<file path="src/sv/mgc_pkg.sv">
`timescale 1ns / 1ps
`default_nettype none
// ----------------------------------------------------------------------------
// mgc_pkg
// Shared types, constants and lookup functions for the month grid generator.
// ----------------------------------------------------------------------------
package mgc_pkg;

  localparam int unsigned GRID_CELLS  = 42;
  localparam int unsigned WEEK_LEN    = 7;
  localparam int unsigned MONTHS      = 12;
  localparam int unsigned QUEUE_DEPTH = 2;

  localparam logic [13:0] YEAR_MIN = 14'd1;
  localparam logic [13:0] YEAR_MAX = 14'd9999;

  // floor(x / 100) = (x * RECIP_100) >> 19 for x below 10000
  localparam logic [13:0] RECIP_100 = 14'd5243;
  // floor(x / 7) = (x * RECIP_7) >> 18 for x below 16384
  localparam logic [15:0] RECIP_7   = 16'd37450;

  typedef struct packed {
    logic [13:0] request_year;
    logic [3:0]  request_month;
    logic [4:0]  today_day;
  } req_t;

  typedef struct packed {
    logic [13:0] cell_year;
    logic [3:0]  cell_month;
    logic [4:0]  cell_day;
    logic [2:0]  weekday;
    logic        in_current_month;
    logic        is_today;
    logic        last_cell;
  } cell_t;

  // Everything the back end needs to lay out one month.
  typedef struct packed {
    logic [13:0] year;
    logic [3:0]  month;
    logic [4:0]  today;
    logic [4:0]  len;
    logic [4:0]  plen;
    logic [2:0]  lead;
  } plan_t;

  typedef enum logic [1:0] {
    SEG_PREV,
    SEG_CUR,
    SEG_NEXT
  } seg_e;

  function automatic logic [4:0] month_len(input logic [3:0] m, input logic leap);
    logic [4:0] n;
    unique case (m)
      4'd2:                      n = leap ? 5'd29 : 5'd28;
      4'd4, 4'd6, 4'd9, 4'd11:   n = 5'd30;
      default:                   n = 5'd31;
    endcase
    return n;
  endfunction

  function automatic logic [2:0] wd_offset(input logic [3:0] m);
    logic [2:0] o;
    unique case (m)
      4'd1:    o = 3'd0;
      4'd2:    o = 3'd3;
      4'd3:    o = 3'd2;
      4'd4:    o = 3'd5;
      4'd5:    o = 3'd0;
      4'd6:    o = 3'd3;
      4'd7:    o = 3'd5;
      4'd8:    o = 3'd1;
      4'd9:    o = 3'd4;
      4'd10:   o = 3'd6;
      4'd11:   o = 3'd2;
      4'd12:   o = 3'd4;
      default: o = 3'd0;
    endcase
    return o;
  endfunction

endpackage
`default_nettype wire

</file>
<file path="src/sv/mgc_front.sv">
`timescale 1ns / 1ps
`default_nettype none
// ----------------------------------------------------------------------------
// mgc_front
// Two-stage request classifier: clamps the request, finds leap year, month
// lengths and the weekday of the 1st, and hands a plan to the queue.
// ----------------------------------------------------------------------------
module mgc_front import mgc_pkg::*; (
  input  wire logic  clk,
  input  wire logic  rst_n,
  input  wire logic  in_valid,
  output logic       in_stall,
  input  wire req_t  in_data,
  output logic       plan_valid,
  input  wire logic  plan_full,
  output plan_t      plan_data
);

  typedef struct packed {
    logic [13:0] y;
    logic [3:0]  m;
    logic [4:0]  today;
    logic [13:0] yy;
    logic [26:0] prod_y;
    logic [26:0] prod_yy;
  } st1_t;

  typedef struct packed {
    logic [13:0] y;
    logic [3:0]  m;
    logic [4:0]  today;
    logic        leap;
    logic [13:0] s;
    logic [29:0] prod7;
  } st2_t;

  logic v1_r, v1_nxt, v2_r, v2_nxt;
  st1_t st1_r, st1_nxt;
  st2_t st2_r, st2_nxt;
  logic accept, adv1, adv2;

  assign adv2     = v2_r && !plan_full;
  assign adv1     = v1_r && (!v2_r || adv2);
  assign in_stall = v1_r && !adv1;
  assign accept   = in_valid && !in_stall;

  // stage 1: clamp and divide-by-100 products
  always_comb begin
    logic [13:0] y;
    logic [3:0]  m;
    y = in_data.request_year;
    m = in_data.request_month;
    if (y < YEAR_MIN) y = YEAR_MIN;
    if (y > YEAR_MAX) y = YEAR_MAX;
    if (m < 4'd1) m = 4'd1;
    if (m > 4'(MONTHS)) m = 4'(MONTHS);
    st1_nxt.y       = y;
    st1_nxt.m       = m;
    st1_nxt.today   = in_data.today_day;
    st1_nxt.yy      = (m < 4'd3) ? y - 14'd1 : y;
    st1_nxt.prod_y  = 27'(y) * 27'(RECIP_100);
    st1_nxt.prod_yy = 27'(st1_nxt.yy) * 27'(RECIP_100);
  end

  // stage 2: leap year and the day-count sum, then its divide-by-7 product
  always_comb begin
    logic [6:0]  q100y, q100yy;
    logic [13:0] r100;
    q100y  = st1_r.prod_y[25:19];
    q100yy = st1_r.prod_yy[25:19];
    r100   = st1_r.y - 14'(14'(q100y) * 14'd100);
    st2_nxt.y     = st1_r.y;
    st2_nxt.m     = st1_r.m;
    st2_nxt.today = st1_r.today;
    st2_nxt.leap  = ((st1_r.y[1:0] == 2'd0) && (r100 != 14'd0)) ||
                    ((r100 == 14'd0) && (q100y[1:0] == 2'd0));
    st2_nxt.s     = st1_r.yy + (st1_r.yy >> 2) - 14'(q100yy) + 14'(q100yy >> 2)
                    + 14'(wd_offset(st1_r.m)) + 14'd1;
    st2_nxt.prod7 = 30'(st2_nxt.s) * 30'(RECIP_7);
  end

  // plan: weekday remainder and month lengths
  always_comb begin
    logic [10:0] q7;
    logic [2:0]  r7;
    logic [3:0]  pm;
    q7 = st2_r.prod7[28:18];
    r7 = 3'(st2_r.s - 14'(14'(q7) * 14'd7));
    pm = (st2_r.m == 4'd1) ? 4'(MONTHS) : st2_r.m - 4'd1;
    plan_data.year  = st2_r.y;
    plan_data.month = st2_r.m;
    plan_data.today = st2_r.today;
    plan_data.len   = month_len(st2_r.m, st2_r.leap);
    plan_data.plen  = month_len(pm, st2_r.leap);
    plan_data.lead  = (r7 == 3'd0) ? 3'd6 : r7 - 3'd1;
  end

  assign plan_valid = v2_r;

  assign v1_nxt = accept || (v1_r && !adv1);
  assign v2_nxt = adv1 || (v2_r && !adv2);

  always_ff @(posedge clk) begin
    if (!rst_n) begin
      v1_r <= 1'b0;
      v2_r <= 1'b0;
    end else begin
      v1_r <= v1_nxt;
      v2_r <= v2_nxt;
    end
  end

  always_ff @(posedge clk) begin
    if (accept) st1_r <= st1_nxt;
    if (adv1)   st2_r <= st2_nxt;
  end

endmodule
`default_nettype wire

</file>
<file path="src/sv/mgc_queue.sv">
`timescale 1ns / 1ps
`default_nettype none
// ----------------------------------------------------------------------------
// mgc_queue
// Small plan queue between the classifier and the cell sequencer.
// ----------------------------------------------------------------------------
module mgc_queue import mgc_pkg::*; #(
  parameter int unsigned DEPTH = QUEUE_DEPTH
) (
  input  wire logic  clk,
  input  wire logic  rst_n,
  input  wire logic  push,
  input  wire plan_t push_data,
  output logic       full,
  input  wire logic  pop,
  output logic       not_empty,
  output plan_t      pop_data
);

  localparam int unsigned AW = (DEPTH > 1) ? $clog2(DEPTH) : 1;
  localparam int unsigned CW = $clog2(DEPTH + 1);

  plan_t         mem_r [DEPTH];
  logic [AW-1:0] wr_ptr_r, wr_ptr_nxt, rd_ptr_r, rd_ptr_nxt;
  logic [CW-1:0] cnt_r, cnt_nxt;
  logic          do_push, do_pop;

  assign full      = (cnt_r == CW'(DEPTH));
  assign not_empty = (cnt_r != '0);
  assign do_push   = push && !full;
  assign do_pop    = pop && not_empty;
  assign pop_data  = mem_r[rd_ptr_r];

  always_comb begin
    wr_ptr_nxt = wr_ptr_r;
    rd_ptr_nxt = rd_ptr_r;
    cnt_nxt    = cnt_r;
    if (do_push) wr_ptr_nxt = (wr_ptr_r == AW'(DEPTH - 1)) ? '0 : wr_ptr_r + AW'(1);
    if (do_pop)  rd_ptr_nxt = (rd_ptr_r == AW'(DEPTH - 1)) ? '0 : rd_ptr_r + AW'(1);
    if (do_push && !do_pop) cnt_nxt = cnt_r + CW'(1);
    if (do_pop && !do_push) cnt_nxt = cnt_r - CW'(1);
  end

  always_ff @(posedge clk) begin
    if (!rst_n) begin
      wr_ptr_r <= '0;
      rd_ptr_r <= '0;
      cnt_r    <= '0;
    end else begin
      wr_ptr_r <= wr_ptr_nxt;
      rd_ptr_r <= rd_ptr_nxt;
      cnt_r    <= cnt_nxt;
    end
  end

  always_ff @(posedge clk) begin
    if (do_push) mem_r[wr_ptr_r] <= push_data;
  end

endmodule
`default_nettype wire

</file>
<file path="src/sv/mgc_back.sv">
`timescale 1ns / 1ps
`default_nettype none
// ----------------------------------------------------------------------------
// mgc_back
// Cell sequencer: walks the 42 grid cells of one plan, one per cycle while
// out_stall is low, into a registered output stage.
// ----------------------------------------------------------------------------
module mgc_back import mgc_pkg::*; (
  input  wire logic  clk,
  input  wire logic  rst_n,
  input  wire logic  plan_avail,
  input  wire plan_t plan_in,
  output logic       plan_pop,
  output logic       out_valid,
  input  wire logic  out_stall,
  output cell_t      out_data
);

  plan_t       plan_r;
  logic        active_r, active_nxt;
  seg_e        seg_r, seg_nxt;
  logic [4:0]  day_r, day_nxt;
  logic [2:0]  wd_r, wd_nxt;
  logic [5:0]  k_r, k_nxt;
  logic        out_v_r, out_v_nxt;
  cell_t       cell_r, cell_cur;
  logic        step, last;

  // load the next plan while the last cell of the current one goes out
  assign plan_pop = plan_avail && (!active_r || (step && last));
  assign step     = active_r && (!out_v_r || !out_stall);
  assign last     = (k_r == 6'(GRID_CELLS - 1));

  // current cell from the walk position
  always_comb begin
    cell_cur.cell_day         = day_r;
    cell_cur.weekday          = wd_r;
    cell_cur.in_current_month = (seg_r == SEG_CUR);
    cell_cur.is_today         = (seg_r == SEG_CUR) && (day_r == plan_r.today);
    cell_cur.last_cell        = last;
    unique case (seg_r)
      SEG_PREV: begin
        cell_cur.cell_year  = (plan_r.month == 4'd1) ? plan_r.year - 14'd1 : plan_r.year;
        cell_cur.cell_month = (plan_r.month == 4'd1) ? 4'(MONTHS) : plan_r.month - 4'd1;
      end
      SEG_NEXT: begin
        cell_cur.cell_year  = (plan_r.month == 4'(MONTHS)) ? plan_r.year + 14'd1
                                                           : plan_r.year;
        cell_cur.cell_month = (plan_r.month == 4'(MONTHS)) ? 4'd1 : plan_r.month + 4'd1;
      end
      default: begin
        cell_cur.cell_year  = plan_r.year;
        cell_cur.cell_month = plan_r.month;
      end
    endcase
  end

  always_comb begin
    active_nxt = active_r;
    seg_nxt    = seg_r;
    day_nxt    = day_r;
    wd_nxt     = wd_r;
    k_nxt      = k_r;
    if (plan_pop) begin
      active_nxt = 1'b1;
      k_nxt      = '0;
      wd_nxt     = 3'd1;
      if (plan_in.lead == 3'd0) begin
        seg_nxt = SEG_CUR;
        day_nxt = 5'd1;
      end else begin
        seg_nxt = SEG_PREV;
        day_nxt = plan_in.plen - 5'(plan_in.lead) + 5'd1;
      end
    end else if (step) begin
      k_nxt   = k_r + 6'd1;
      wd_nxt  = (wd_r == 3'(WEEK_LEN)) ? 3'd1 : wd_r + 3'd1;
      day_nxt = day_r + 5'd1;
      if (last) active_nxt = 1'b0;
      unique case (seg_r)
        SEG_PREV: begin
          if (day_r == plan_r.plen) begin
            seg_nxt = SEG_CUR;
            day_nxt = 5'd1;
          end
        end
        SEG_CUR: begin
          if (day_r == plan_r.len) begin
            seg_nxt = SEG_NEXT;
            day_nxt = 5'd1;
          end
        end
        default: ;
      endcase
    end
  end

  assign out_v_nxt = step ? 1'b1 : (out_v_r && out_stall);

  always_ff @(posedge clk) begin
    if (!rst_n) begin
      active_r <= 1'b0;
      out_v_r  <= 1'b0;
      seg_r    <= SEG_PREV;
      k_r      <= '0;
    end else begin
      active_r <= active_nxt;
      out_v_r  <= out_v_nxt;
      seg_r    <= seg_nxt;
      k_r      <= k_nxt;
    end
  end

  always_ff @(posedge clk) begin
    day_r <= day_nxt;
    wd_r  <= wd_nxt;
    if (plan_pop) plan_r <= plan_in;
    if (step)     cell_r <= cell_cur;
  end

  assign out_valid = out_v_r;
  assign out_data  = cell_r;

endmodule
`default_nettype wire

</file>
<file path="src/sv/month_grid_cell_generator.sv">
`timescale 1ns / 1ps
`default_nettype none
// ----------------------------------------------------------------------------
// month_grid_cell_generator
// Monday-first six-week month view: one request in, 42 grid cells out.
// ----------------------------------------------------------------------------
//   channel  dir  handshake            payload
//   in_      in   in_valid / in_stall  req_t  (year, month, today)
//   out_     out  out_valid/ out_stall cell_t (one grid cell per transaction)
//
// A request passes a two-stage classifier (two multiplier stages) into a
// plan queue; the sequencer then emits one cell per cycle unless stalled.
// Sustained rate: one cell per cycle while out_stall is low; the next plan
// loads into the sequencer together with the last cell of the current one.
// Before the first cell, a request passes both stages, the queue and plan_r.
// Reset is synchronous and clears valid state, walk segment and cell count.
// out_stall holds the output register; a full queue stalls the front.
// ----------------------------------------------------------------------------
module month_grid_cell_generator import mgc_pkg::*; #(
  parameter int unsigned QDEPTH = QUEUE_DEPTH
) (
  input  wire logic  clk,
  input  wire logic  rst_n,
  input  wire logic  in_valid,
  output logic       in_stall,
  input  wire req_t  in_data,
  output logic       out_valid,
  input  wire logic  out_stall,
  output cell_t      out_data
);

  logic  plan_valid, plan_full, plan_avail, plan_pop;
  plan_t plan_push_data, plan_head;

  mgc_front u_front (
    .clk        (clk),
    .rst_n      (rst_n),
    .in_valid   (in_valid),
    .in_stall   (in_stall),
    .in_data    (in_data),
    .plan_valid (plan_valid),
    .plan_full  (plan_full),
    .plan_data  (plan_push_data)
  );

  mgc_queue #(
    .DEPTH (QDEPTH)
  ) u_queue (
    .clk       (clk),
    .rst_n     (rst_n),
    .push      (plan_valid),
    .push_data (plan_push_data),
    .full      (plan_full),
    .pop       (plan_pop),
    .not_empty (plan_avail),
    .pop_data  (plan_head)
  );

  mgc_back u_back (
    .clk        (clk),
    .rst_n      (rst_n),
    .plan_avail (plan_avail),
    .plan_in    (plan_head),
    .plan_pop   (plan_pop),
    .out_valid  (out_valid),
    .out_stall  (out_stall),
    .out_data   (out_data)
  );

endmodule
`default_nettype wire
</file>
<file path="config.mk">
export PLATFORM = sky130hd
export DESIGN_NAME = month_grid_cell_generator
export DESIGN_NICKNAME = d
export VERILOG_FILES = /design/src/sv/mgc_pkg.sv /design/src/sv/mgc_front.sv /design/src/sv/mgc_queue.sv /design/src/sv/mgc_back.sv /design/src/sv/month_grid_cell_generator.sv
export SDC_FILE = /design/constraint.sdc
export NUM_CORES = 1
export LEC_CHECK = 0
export ABC_AREA = 1
export BUFFER_PORTS_ARGS = -buffer_cell sky130_fd_sc_hd__buf_4
export CORE_ASPECT_RATIO = 2
export CORE_MARGIN = 1.5
export CORE_UTILIZATION = 60
export DETAILED_ROUTE_END_ITERATION = 7
export PLACE_DENSITY = 0.77
export SKIP_LAST_GASP = 1
export SYNTH_ARGS = -nofsm -noshare
export SYNTH_HDL_FRONTEND = slang
export SYNTH_SLANG_ARGS = --single-unit
</file>
<file path="constraint.sdc">
create_clock -name clk -period 8.96 [get_ports clk]
set_input_delay 0.896 -clock clk [delete_from_list [all_inputs] [get_ports clk]]
set_output_delay 0.896 -clock clk [all_outputs]
set_load 0.005 [all_outputs]
</file>
==> out/results.txt <==
Status: completed
Top post-synthesis cells by area: edfxtp_1 28%, ha_1 21%, fa_1 16%
Worst-path clk slew: 70 ps
Flop2flop setup slack: 1590 ps
Clk Latency, worst-skew pair: 510 ps
Highest Signal Layer: met4
Area Overhead vs Synth: 7.95%
Post-synthesis sequential area ratio: 0.306
Post-route ant nets: 0
Yosys cell types: 63
Ys async rst share: 0
Crit end category: register
DR pass1 iterations: 7
Max-cap viol count: 0
# rows: 97
Drt wl/cell: 16.8 µm
Sequential Area: 6530 µm²
Largest net degree at the start of global routing: 56
RePlAce Congestion: 0.974
Crit-path most repeated cell: fa_1
Reg-to-reg startpoint: u_front.st1_r[23]$_DFFE_PP_
Core Box Area: 35,100 µm²
Slew @ Worst Pin: 887 ps
Synth top area share: 0.284
Post-synth EDFFs: 202
Slowest stage cell on the critical path: fa_1
Met1 Wirelength: 14.7 mm
Initial Util: 0.608
Critical Path Source: u_front.st1_r[23]$_DFFE_PP_
TritonCTS clock tree: yes
Postcts setup bufs: 0
First-pass GRT wire length: 75.5 mm
Number of clock sinks: 225
Yosys top cell by area: edfxtp_1
Io pins: 58
Post-DP HPWL: 39.1 mm
Num CTS Buffers: 20
Fraction of layout cells with a size suffix above 1: 0.0746
Synthesized area: 21,300 µm²
Worst hold start: u_front.st1_r[70]$_DFFE_PP_
DIE WIDTH: 136 µm
Crit-path max cell delay: 520 ps
Post-DR vias/cell: 5.46
H-Tree Depth: 1
Final hold violations: 0
TNS Setup: 0 ps
Vias: 14,900
I/O Buffers: 57
RSZ-0062 raised after global routing: false
Most used flip-flop cell after synthesis: edfxtp_1
Post-CTS sizing: 0
Cells after Synth: 2,201
Max-slew violations: 0
Clk buf depth: 3
Clock root cell: clkbuf_16
Crit Path Max Fanout: 3
CTS Hold Bufs: 0
Most common cell after layout, fill and taps aside: inv_1
Die H: 270 µm
Critical path launch point type: register
Arrival @ worst endpoint: 7620 ps
Hold Path Class: register to register
Highest Clock Rate: 0.136 GHz
Vias in the first global route: 16,200
Met3 WL: 1.15 mm
Number of antenna violations at the first check in global routing: 0
Synth Register Bits: 225
Nets: 2,834
Post-Syn Nets: 2,758
DR iter-0 viols: 642
Yosys Warn Count: 0
Area occupied by multi-input gates: 12,800 µm²
Setup violations, final: 0
Slew Limit Headroom: 0.406
Final Skew: 10.9 ps
Synthesized area per cell: 9.69 µm²
Routed wire length: 46.0 mm
DRC: 0
Commonest cells after routing, fill and taps aside: 504 x inv_1, 362 x ha_1, 313 x nand2_1
Gr usage total: 0.263
Die ar.: 36,800 µm²
Req. time, crit path: 9210 ps
Crit share post-route: 0.823
Antenna diodes: 0
WS Path Type: register to register
Post-route minimum period: 7370 ps
Total grt overflow: 0
FILL cells: 2,807
DR WL met2: 26.7 mm
[sequential cells by signal (all words and copies together), names as in the netlist, 3 cells and up, named ones only]
signal	count
u_front.plan_data	23
u_front.st1_r	51
u_back.plan_r	27
u_back.wd_r	3
u_queue.mem_r	60
u_back.k_r	6
u_back.day_r	5
u_front.st2_r	7
u_back.out_data	29
[synth_stat cells, types with 3 or more instances]
cell        n
a211oi_1    3
a21o_1     13
a21oi_1   104
a31oi_1     3
clkbuf_1    8
dfxtp_1    23
edfxtp_1  202
fa_1      168
ha_1      362
inv_1     505
inv_2      12
nand2_1   313
nand2_2    14
nand2_4     9
nand3_1    57
nand3_2     3
nand3b_1    3
nand4_1    23
nor2_1    102
nor2_4      3
nor3_1     18
nor3_2      4
nor4_1      7
o211ai_1    7
o21a_1      6
o21ai_0    67
o21bai_1    4
o221ai_1    5
o22ai_1     7
o31ai_1     6
or2_2       6
xnor2_1    30
xor2_1     65
[cell families (layout without fill, tap and decap cells)]
group,after synthesis,in the layout,share of synthesized area
adder cells (fa/ha/maj),530,530,0.370
AND/OR/NAND/NOR,574,574,0.122
buffers and inverters,532,622,0.0943
multiplexers,1,1,0.000469
flip-flops,225,225,0.306
AO/OA/AOI/OAI,242,242,0.0665
XOR/XNOR,97,97,0.0411
[per-layer routing]
metal | GRT usage | vias up
li1 | - | 7262
met1 | 0.237 | 7126
met2 | 0.529 | 375
met3 | 0.0188 | 182
met4 | 0.175 | 0
met5 | 0 | -
[path summary, 6_finish.rpt]
check / cells after the start / endpoint
setup reg to reg: 25 / u_front.st2_r[18]$_DFFE_PP_
setup / recovery: 25 / u_front.st2_r[18]$_DFFE_PP_
hold / removal: 0 / u_front.plan_data[15]$_DFFE_PP_
hold reg to reg: 0 / u_front.plan_data[15]$_DFFE_PP_
[worst max-delay path: cells and delay by family, from the launching register on]
family,cells,cell delay [ps]
buf+inv,5,340
compound gates,6,1050
xor+xnor,2,290
simple gates,1,80
flops,1,410
fa+ha+maj,11,4940
[per-stage QoR]
step                hold slack, ps  setup slack (ps)  cells  utilization  instance area, µm²
floorplan                      400              1790   2201            -               21300
global placement               403              1520   2700        0.637               22300
detailed placement             405              1310   2700        0.637               22300
CTS                            422              1630   2736        0.656               23000
global route                   425              1250   2736        0.656               23000
finish                         421              1590   2736        0.656               23000
[layout make-up]
| cell class | instances | share of cell area |
|---|---|---|
| Sequential cell | 225 | 0.283 |
| Multi-Input combinational cell | 1444 | 0.556 |
| Clock buffer | 23 | 0.0236 |
| Timing Repair Buffer | 67 | 0.0218 |
| Inverter | 519 | 0.0849 |
| Tap cell | 445 | 0.0242 |
| Clock inverter | 13 | 0.00620 |
Power is left out: the tool's default activity adds up to more than one toggle a clock period on the data nets, which glitch-free logic cannot reach.
